<file path="config.mk">
export PLATFORM = sky130hd
export DESIGN_NAME = mswt_div
export DESIGN_NICKNAME = d
export VERILOG_FILES = /design/src/rtl/mswt_pkg.sv /design/src/rtl/mswt_div.sv
export SDC_FILE = /design/constraint.sdc
export NUM_CORES = 1
export LEC_CHECK = 0
export ABC_AREA = 1
export BUFFER_PORTS_ARGS = -buffer_cell sky130_fd_sc_hd__buf_2
export CELL_PAD_IN_SITES_DETAIL_PLACEMENT = 1
export CELL_PAD_IN_SITES_GLOBAL_PLACEMENT = 1
export CORE_MARGIN = 2
export CORE_UTILIZATION = 41
export CTS_BUF_LIST = sky130_fd_sc_hd__clkbuf_4 sky130_fd_sc_hd__clkbuf_8 sky130_fd_sc_hd__clkbuf_16
export DETAILED_ROUTE_END_ITERATION = 10
export PLACE_DENSITY = 0.91
export RECOVER_POWER = 25
export SYNTH_ARGS = -nofsm -noshare
export SYNTH_HDL_FRONTEND = slang
export SYNTH_SLANG_ARGS = --single-unit
export TNS_END_PERCENT = 20
</file>
<file path="constraint.sdc">
create_clock -name clk -period 3.9 [get_ports clk]
set_input_delay 0.39 -clock clk [delete_from_list [all_inputs] [get_ports clk]]
set_output_delay 0.39 -clock clk [all_outputs]
set_load 0.005 [all_outputs]
</file>
<file path="src/rtl/mswt_pkg.sv">
`default_nettype none
// ----------------------------------------------------------------------------
// mswt_pkg
// Shared types and constants of the mean shift window tracker.
// ----------------------------------------------------------------------------
package mswt_pkg;

  localparam int MAP_COLS_MAX_DEF = 256;
  localparam int MAP_ROWS_MAX_DEF = 256;

  // configuration register indexes
  localparam logic [2:0] REG_MAP_ROWS   = 3'd0;
  localparam logic [2:0] REG_MAP_COLS   = 3'd1;
  localparam logic [2:0] REG_WIN_WIDTH  = 3'd2;
  localparam logic [2:0] REG_WIN_HEIGHT = 3'd3;
  localparam logic [2:0] REG_ITERATIONS = 3'd4;

  localparam logic ACT_WRITE = 1'b0;
  localparam logic ACT_RUN   = 1'b1;

  // divider widths: numerator magnitude and divisor
  localparam int DIV_NW = 44;
  localparam int DIV_DW = 34;

  typedef enum logic [3:0] {
    ST_IDLE,
    ST_ISSUE,
    ST_DRAIN,
    ST_DIVX,
    ST_WAITX,
    ST_DIVY,
    ST_WAITY,
    ST_UPDATE,
    ST_OUT
  } state_t;

  // handshake between sequencer and divider
  typedef struct packed {
    logic start;
  } div_ctl_t;

  typedef struct packed {
    logic busy;
    logic done;
  } div_sts_t;

endpackage : mswt_pkg
`default_nettype wire

</file>
<file path="src/rtl/mswt_div.sv">
`default_nettype none
// ----------------------------------------------------------------------------
// mswt_div
// Radix-2 restoring divider: one quotient bit per cycle, unsigned.
// ----------------------------------------------------------------------------
module mswt_div
  import mswt_pkg::*;
(
  input  wire logic                  clk,
  input  wire logic                  rst_n,
  input  wire div_ctl_t              ctl,
  input  wire logic [DIV_NW-1:0]     num,
  input  wire logic [DIV_DW-1:0]     den,
  output      div_sts_t              sts,
  output      logic [DIV_NW-1:0]     quo
);

  localparam int CW = $clog2(DIV_NW + 1);

  logic [DIV_NW-1:0] q_r, q_nxt;
  logic [DIV_DW:0]   rem_r, rem_nxt;
  logic [DIV_DW-1:0] den_r;
  logic [CW-1:0]     cnt_r, cnt_nxt;
  logic              busy_r, busy_nxt;
  logic              done_r, done_nxt;
  logic [DIV_DW:0]   trial;

  // load the operands on start, else one shift-subtract step while busy
  always_comb begin
    q_nxt    = q_r;
    rem_nxt  = rem_r;
    cnt_nxt  = cnt_r;
    busy_nxt = busy_r;
    done_nxt = 1'b0;
    trial    = {rem_r[DIV_DW-1:0], q_r[DIV_NW-1]};
    if (ctl.start) begin
      q_nxt    = num;
      rem_nxt  = '0;
      cnt_nxt  = CW'(DIV_NW);
      busy_nxt = 1'b1;
    end else if (busy_r) begin
      q_nxt = {q_r[DIV_NW-2:0], 1'b0};
      if (trial >= {1'b0, den_r}) begin
        rem_nxt  = trial - {1'b0, den_r};
        q_nxt[0] = 1'b1;
      end else begin
        rem_nxt = trial;
      end
      cnt_nxt = cnt_r - 1'b1;
      if (cnt_r == CW'(1)) begin
        busy_nxt = 1'b0;
        done_nxt = 1'b1;
      end
    end
  end

  always_ff @(posedge clk) begin
    if (!rst_n) begin
      busy_r <= 1'b0;
      done_r <= 1'b0;
      cnt_r  <= '0;
    end else begin
      busy_r <= busy_nxt;
      done_r <= done_nxt;
      cnt_r  <= cnt_nxt;
    end
  end

  always_ff @(posedge clk) begin
    q_r   <= q_nxt;
    rem_r <= rem_nxt;
    if (ctl.start) den_r <= den;
  end

  assign sts.busy = busy_r;
  assign sts.done = done_r;
  assign quo      = q_r;

  // a finished division never overlaps a running one
  assert property (@(posedge clk) disable iff (!rst_n) done_r |-> !busy_r)
    else $error("divider done while busy");
  assert property (@(posedge clk) disable iff (!rst_n)
    (busy_r && cnt_r == CW'(1) && !ctl.start) |=> done_r)
    else $error("divider missed done");
  assert property (@(posedge clk) disable iff (!rst_n) busy_r |-> cnt_r != '0)
    else $error("divider count underflow");

endmodule : mswt_div
`default_nettype wire

</file>
==> qor.csv, run 1 <==
stage;metric;value;unit
outcome;outcome;completed;
route;number of vias per cell after detailed routing;5.18;
route;DRC;0;
cts;quantity of gates resized following cts;0;
timing;Max Transition Viols Final;0;
placed_design;IO buf count;126;
grt;maximum number of pins on one net before global-route repair;53;
die;placeable core area;18600;µm²
logic_synthesis;post-synthesis average cell area;7.32;µm²
logic_synthesis;warnings from Yosys;0;
worst_setup_path;required time at the worst-slack endpoint;4260;ps
worst_setup_path;Worst Reg-to-Reg Cells;13;
grt;global route total overflow;0;
grt;global-route total usage across every layer;0.259;
timing;share of the clock period used by the worst path;0.680;
timing;final hold violation count;0;
route;drt wl/cell;17.4;µm
cells_and_area;area of all placed cells without fillers;9100;µm²
die;I/O pin count;127;
logic_synthesis;ys async rst share;0;
timing;unrepaired setup endpoints after global routing;false;
cells_and_area;top library cells by usage in the layout, fill and taps aside;nand2_1, inv_1, buf_2, nand3_1, edfxtp_1;
timing;maximum clock skew at final layout;20.5;ps
cts;Max Root-Sink Buffers;2;
route;count of routing violations after the opening detailed-route iteration;447;
cts;CTS tree;built;
timing;setup-violating endpoint count in the final report;0;
worst_setup_path;critical path arrival;3010;ps
worst_setup_path;Setup crit start kind;flop;
logic_synthesis;cell type with the largest total area after synthesis;edfxtp_1;
die;chip width;141;µm
timing;Setup Total Neg Slack;0;ps
cells_and_area;antenna diode count;0;
die;starting density of the core;0.414;
cts;Worst-path clk slew;60;ps
timing;normalized max-slew margin;0.348;
power;power per cell area;397;nW/µm²
grt;wire length of the first global-routing pass;40.2;mm
timing;worst hold slack across all endpoints;132;ps
cts;TritonCTS buffer count;17;
cts;Post-CTS Setup Inserts;0;
cts;root buffer selected by CTS;clkbuf_16;
logic_synthesis;largest cells by area after synthesis;edfxtp_1, nand2_1, dfxtp_1;
logic_synthesis;instance count of the mapped netlist;1051;
logic_synthesis;Synth Register Bits;120;
hold_path;cell depth of the worst hold path;1;
route;vias after detailed routing;7358;
cells_and_area;layout-stage area growth over the synthesis result;18.4;%
cells_and_area;fraction of final layout cells with drive strength greater than 1;0.175;
worst_setup_path;crit path max fanout;37;
route;detailed-route wire length;24.7;mm
cts;number of H-tree branching levels;4;
die;Core Rows;50;
timing;post-layout minimum cycle time;2650;ps
die;die area;19900;µm²
logic_synthesis;Post-Syn Nets;1169;
worst_setup_path;path type of the worst setup path;reg2reg;
worst_setup_path;Crit. End Element;flop;
cells_and_area;most common cell after layout, fill and taps aside;nand2_1;
logic_synthesis;sequential share of the synthesized area;0.414;
cts;clock latency on the worst-skew pair;430;ps
logic_synthesis;area share of the largest cell type after synthesis;0.305;
flow_run;max cap viols;0;
hold_path;worst min path class;in2reg;
cts;clock sink count;120;
route;number of antenna-violating nets in the routed design;0;
cts;hold buffer count at cts;0;
logic_synthesis;Most used DFF post-synth;edfxtp_1;
logic_synthesis;Post-synth EDFFs;78;
timing;measured slew at the worst slew-check pin;979;ps
power;Static Leakage;0.00478;µW
grt;via count of the first global-routing pass;7978;
cells_and_area;Final Net Count;1291;
die;height of the die;141;µm
placed_design;DP Worst Slack;1370;ps
logic_synthesis;unique cell type count in the Yosys netlist;42;
placed_design;Final HPWL DP;17.7;mm
placed_design;total cell area at the placement stage;8490;µm²
placed_design;global placement routability congestion;0.938;
power;worst vdd ir;0.000303;V
route;number of search-and-repair iterations in the first detailed-routing pass;5;
logic_synthesis;Post-Synthesis Cell Area;7690;µm²
grt;initial antenna violation count;0;
timing;worst setup margin;1250;ps
timing;Fmax;0.377;GHz
## layout make-up
| class | instances | area, µm² |
|---|---|---|
| Timing Repair Buffer | 130 | 654 |
| Tap cell | 234 | 293 |
| Clock buffer | 20 | 460 |
| Fill cell | 2362 | 9480 |
| Multi-Input combinational cell | 723 | 3670 |
| Sequential cell | 120 | 3180 |
| Clock inverter | 12 | 164 |
| Inverter | 181 | 682 |
## stage by stage
step,instances,power (µW),utilization
finish,1420,3620,0.490
global route,1420,3740,0.490
CTS,1420,3640,0.490
detailed placement,1388,1930,0.457
global placement,1388,1910,0.457
floorplan,1051,1750,-
## synthesized netlist by cell type (3+ instances only)
cell / count
a21oi_1: 27
a31oi_1: 3
buf_1: 6
buf_2: 6
buf_4: 5
clkbuf_1: 7
dfxtp_1: 42
edfxtp_1: 78
ha_1: 36
inv_1: 171
inv_2: 7
nand2_1: 399
nand2_2: 7
nand3_1: 87
nand3_2: 17
nand3b_1: 17
nand4_1: 5
nor2_1: 55
nor2_2: 6
nor2_4: 3
nor3_1: 6
o21ai_0: 8
o21ai_1: 10
o21ai_2: 4
o21bai_1: 4
xnor2_1: 12
xor2_1: 5
## cell families (layout without fill, tap and decap cells)
kind of cell,after synthesis,in the layout,synth area share
DFF,120,120,0.414
and+or+nand+nor,610,610,0.352
xor gates and xnor gates,17,17,0.0194
AOI/OAI and AO/OA,59,59,0.0433
buffers and inverters,208,343,0.110
adders and majority gates,37,37,0.0612
## worst max-delay path: stages (launching register included)
cell and delay (ps):
edfxtp_1 320, inv_1 50, ha_1 360, nand2_1 180, a21oi_1 80, nor2_1 160, nor2_1 70, nor2_1 200
nand2_2 100, inv_4 380, nand2_8 280, nand2_1 160, nand3_1 90, o21ai_1 120
## metal layers
| layer | global-route usage | vias up | wire (µm) |
|---|---|---|---|
| li1 | - | 3549 | - |
| met1 | 0.304 | 3535 | 10100 |
| met2 | 0.453 | 226 | 12300 |
| met3 | 0.0696 | 48 | 1560 |
| met4 | 0.0958 | 0 | 729 |
| met5 | 0 | - | 0 |
## sequential cells by signal, indices dropped and copies added (netlist names)
signal,flops
quo,44
den_r,34
rem_r,34
cnt_r,6
busy_r,1
done_r,1
## power breakdown
part | switching [µW] | total [µW] | internal [µW]
clock network | 647 | 1700 | 1060
logic | 266 | 413 | 146
registers | 44.2 | 1500 | 1450
total | 958 | 3620 | 2660
## path summary, 6_finish.rpt
kind,startpoint,slack (ps),to
worst max-delay path,den_r[30]$_DFFE_PP_,1250,rem_r[8]$_SDFFE_PP0P_
worst min-delay path,den[31],130,den_r[31]$_DFFE_PP_
worst max register to register,den_r[30]$_DFFE_PP_,1250,rem_r[8]$_SDFFE_PP0P_
worst min register to register,rem_r[17]$_SDFFE_PP0P_,480,rem_r[17]$_SDFFE_PP0P_
No activity file was read; power rests on OpenSTA's default activity.
==> inputs of run 2 (changes only) <==
ABC_AREA = 0   (was 1)
CORE_UTILIZATION = 44   (was 41)
PLACE_DENSITY = 0.92   (was 0.91)
clock period = 2.8 ns   (was 3.9 ns; I/O delays follow)
==> qor.csv, run 2 <==
stage;metric;value;unit
outcome;outcome;finished, violations left;
outcome;violations in the final reports;setup timing;
logic_synthesis;Synth Register Bits;120;
logic_synthesis;Post-Synthesis Cell Area;6730;µm²
worst_setup_path;path type of the worst setup path;reg2reg;
timing;worst setup margin;-158;ps
logic_synthesis;Post-synth EDFFs;78;
hold_path;worst min path class;in2reg;
cts;Max Root-Sink Buffers;2;
route;number of antenna-violating nets in the routed design;0;
worst_setup_path;critical path arrival;3260;ps
die;height of the die;128;µm
grt;global route total overflow;0;
cts;root buffer selected by CTS;clkbuf_16;
logic_synthesis;unique cell type count in the Yosys netlist;61;
worst_setup_path;Worst Reg-to-Reg Cells;14;
cts;CTS tree;built;
timing;Max Transition Viols Final;0;
placed_design;global placement routability congestion;0.841;
cells_and_area;number of fillers in the final layout;1647;
power;Static Leakage;0.00385;µW
logic_synthesis;Post-Syn Nets;748;
die;starting density of the core;0.446;
logic_synthesis;Most used DFF post-synth;edfxtp_1;
cells_and_area;fraction of final layout cells with drive strength greater than 1;0.420;
route;DRC;0;
route;drt wl/cell;22.3;µm
logic_synthesis;warnings from Yosys;0;
power;worst vdd ir;0.000536;V
placed_design;IO buf count;126;
cts;Worst-path clk slew;60;ps
logic_synthesis;instance count of the mapped netlist;630;
worst_setup_path;reg-to-reg slack, setup;-160;ps
power;power per cell area;680;nW/µm²
die;I/O pin count;127;
cts;number of H-tree branching levels;4;
worst_setup_path;RR Endpoint;rem_r[32]$_SDFFE_PP0P_;
cells_and_area;multi-input combinational cell area;3550;µm²
cells_and_area;Sequential cell area;3180;µm²
cells_and_area;top library cells by usage in the layout, fill and taps aside;buf_2, edfxtp_1, buf_4, nor2_1, mux2_2;
worst_setup_path;crit path max fanout;2;
logic_synthesis;cell type with the largest total area after synthesis;edfxtp_1;
worst_setup_path;required time at the worst-slack endpoint;3100;ps
power;Final Power;6100;µW
timing;unrepaired setup endpoints after global routing;true;
timing;final hold violation count;0;
cells_and_area;Final Net Count;933;
timing;post-layout minimum cycle time;2960;ps
route;detailed-route wire length;22.6;mm
timing;normalized max-slew margin;0.637;
cells_and_area;layout-stage area growth over the synthesis result;33.2;%
cts;TritonCTS buffer count;17;
die;chip width;128;µm
logic_synthesis;largest cells by area after synthesis;edfxtp_1, dfxtp_1, mux2_2;
timing;maximum clock skew at final layout;14.1;ps
timing;Fmax;0.338;GHz
cells_and_area;area of all placed cells without fillers;8970;µm²
worst_setup_path;Setup crit start kind;flop;
grt;maximum number of pins on one net before global-route repair;66;
route;number of vias per cell after detailed routing;5.77;
worst_setup_path;worst r2r src;quo[43]$_DFFE_PP_;
placed_design;Final HPWL DP;14.1;mm
die;Core Rows;45;
grt;global-route total usage across every layer;0.266;
grt;wire length of the first global-routing pass;33.2;mm
cells_and_area;max reg flops;44;
timing;measured slew at the worst slew-check pin;544;ps
worst_setup_path;Crit. End Element;flop;
flow_run;max cap viols;0;
worst_setup_path;CP endpoint;rem_r[32]$_SDFFE_PP0P_;
cts;clock sink count;120;
logic_synthesis;top cells by instance count after synthesis;edfxtp_1, nor2_1, inv_1, mux2_2, dfxtp_1;
placed_design;total cell area at the placement stage;7890;µm²
timing;share of the clock period used by the worst path;1.06;
logic_synthesis;ys async rst share;0;
route;count of routing violations after the opening detailed-route iteration;362;
die;placeable core area;15100;µm²
cts;hold buffer count at cts;0;
cells_and_area;most common cell after layout, fill and taps aside;buf_2;
route;vias after detailed routing;5859;
logic_synthesis;sequential share of the synthesized area;0.473;
grt;via count of the first global-routing pass;6342;
worst_setup_path;startpoint of the most critical setup path;quo[43]$_DFFE_PP_;
logic_synthesis;post-synthesis average cell area;10.7;µm²
cells_and_area;antenna diode count;0;
timing;setup-violating endpoint count in the final report;14;
cts;clock latency on the worst-skew pair;430;ps
grt;initial antenna violation count;0;
die;die area;16300;µm²
route;number of search-and-repair iterations in the first detailed-routing pass;5;
logic_synthesis;most frequent cell after synthesis;edfxtp_1;
logic_synthesis;area share of the largest cell type after synthesis;0.348;
## run 2: cell types whose count changed in the layout (fill, tap and decap cells not counted), sizes merged, moves of 19 or more
| cell | delta |
|---|---|
| nand2 | -370 |
| inv | -136 |
| nand3 | -92 |
| buf | +69 |
| mux2 | +44 |
| a211oi | +25 |
| a21o | +24 |
| a21oi | +19 |
## run 2: repair_timing
item,in CTS,in global routing
setup endpoints to repair,31,35
gates cloned,1,0
resized for setup,32,39
buffers inserted,8,6
pin swaps,16,34
## run 2: cell families (layout without fill, tap and decap cells)
group / Yosys count / count (layout) / share of synthesized area
buffers and inverters: 72 / 270 / 0.0465
multiplexers: 54 / 54 / 0.0885
flip-flops: 120 / 120 / 0.473
adder cells (fa/ha/maj): 37 / 37 / 0.0699
AO/OA/AOI/OAI: 166 / 166 / 0.177
XOR/XNOR: 34 / 34 / 0.0442
AND/OR/NAND/NOR: 147 / 147 / 0.101
## run 2: how the worst min path moves through the flow
stage | startpoint | to | slack [ps] | depth (start not counted)
global route | den[29] | den_r[29]$_DFFE_PP_ | 9 | 1
detailed placement | den[8] | den_r[8]$_DFFE_PP_ | 460 | 1
finish | den[29] | den_r[29]$_DFFE_PP_ | 30 | 1
global placement | den[9] | den_r[9]$_DFFE_PP_ | 460 | 1
floorplan | den[0] | den_r[0]$_DFFE_PP_ | 380 | 0
CTS | den[32] | den_r[32]$_DFFE_PP_ | 20 | 1
## run 2: critical path: stages (launching register included)
cell and delay, ps:
edfxtp_1 390, inv_1 80, ha_2 180, inv_2 50, fa_2 350, a211oi_2 250, o21ai_2 120, o2111ai_4 260
buf_6 150, a31o_4 170, nand3_2 70, a221o_1 330, a21oi_2 130, xor2_1 190, o21ai_1 100
## run 2: metrics by stage
stage	hold WS [ps]	setup TNS, ps	setup slack [ps]	cells	utilization
2_1_floorplan	379	-17.2	-15.1	630	-
3_5_place_dp	459	-3410	-287	969	0.523
4_1_cts	17.4	-0.252	-0.252	1010	0.581
5_1_grt	8.99	-3940	-265	1016	0.594
3_3_place_gp	458	-450	-115	969	0.523
6_report	27.9	-555	-158	1016	0.594
## run 2: cell type report
| class | instances | share of cell area |
|---|---|---|
| well taps | 188 | 0.0262 |
| clock buffers | 18 | 0.0483 |
| clock inverters | 14 | 0.0194 |
| multi-input cells | 438 | 0.396 |
| repair buffers | 194 | 0.137 |
| flip-flops and latches | 120 | 0.355 |
| inverters | 44 | 0.0184 |
## run 2: layer usage
layer  global-route usage  part of all wire  vias up
met4               0.0983             0.037        0
li1                     -                 -     2689
met5                    0                 0        -
met2                0.479              0.52      246
met3               0.0864             0.067       63
met1                0.293              0.38     2861
## run 2: power by group
| group | switching (µW) | total (µW) | internal, µW |
|---|---|---|---|
| logic | 883 | 1620 | 732 |
| registers | 116 | 2190 | 2070 |
| clock network | 879 | 2290 | 1410 |
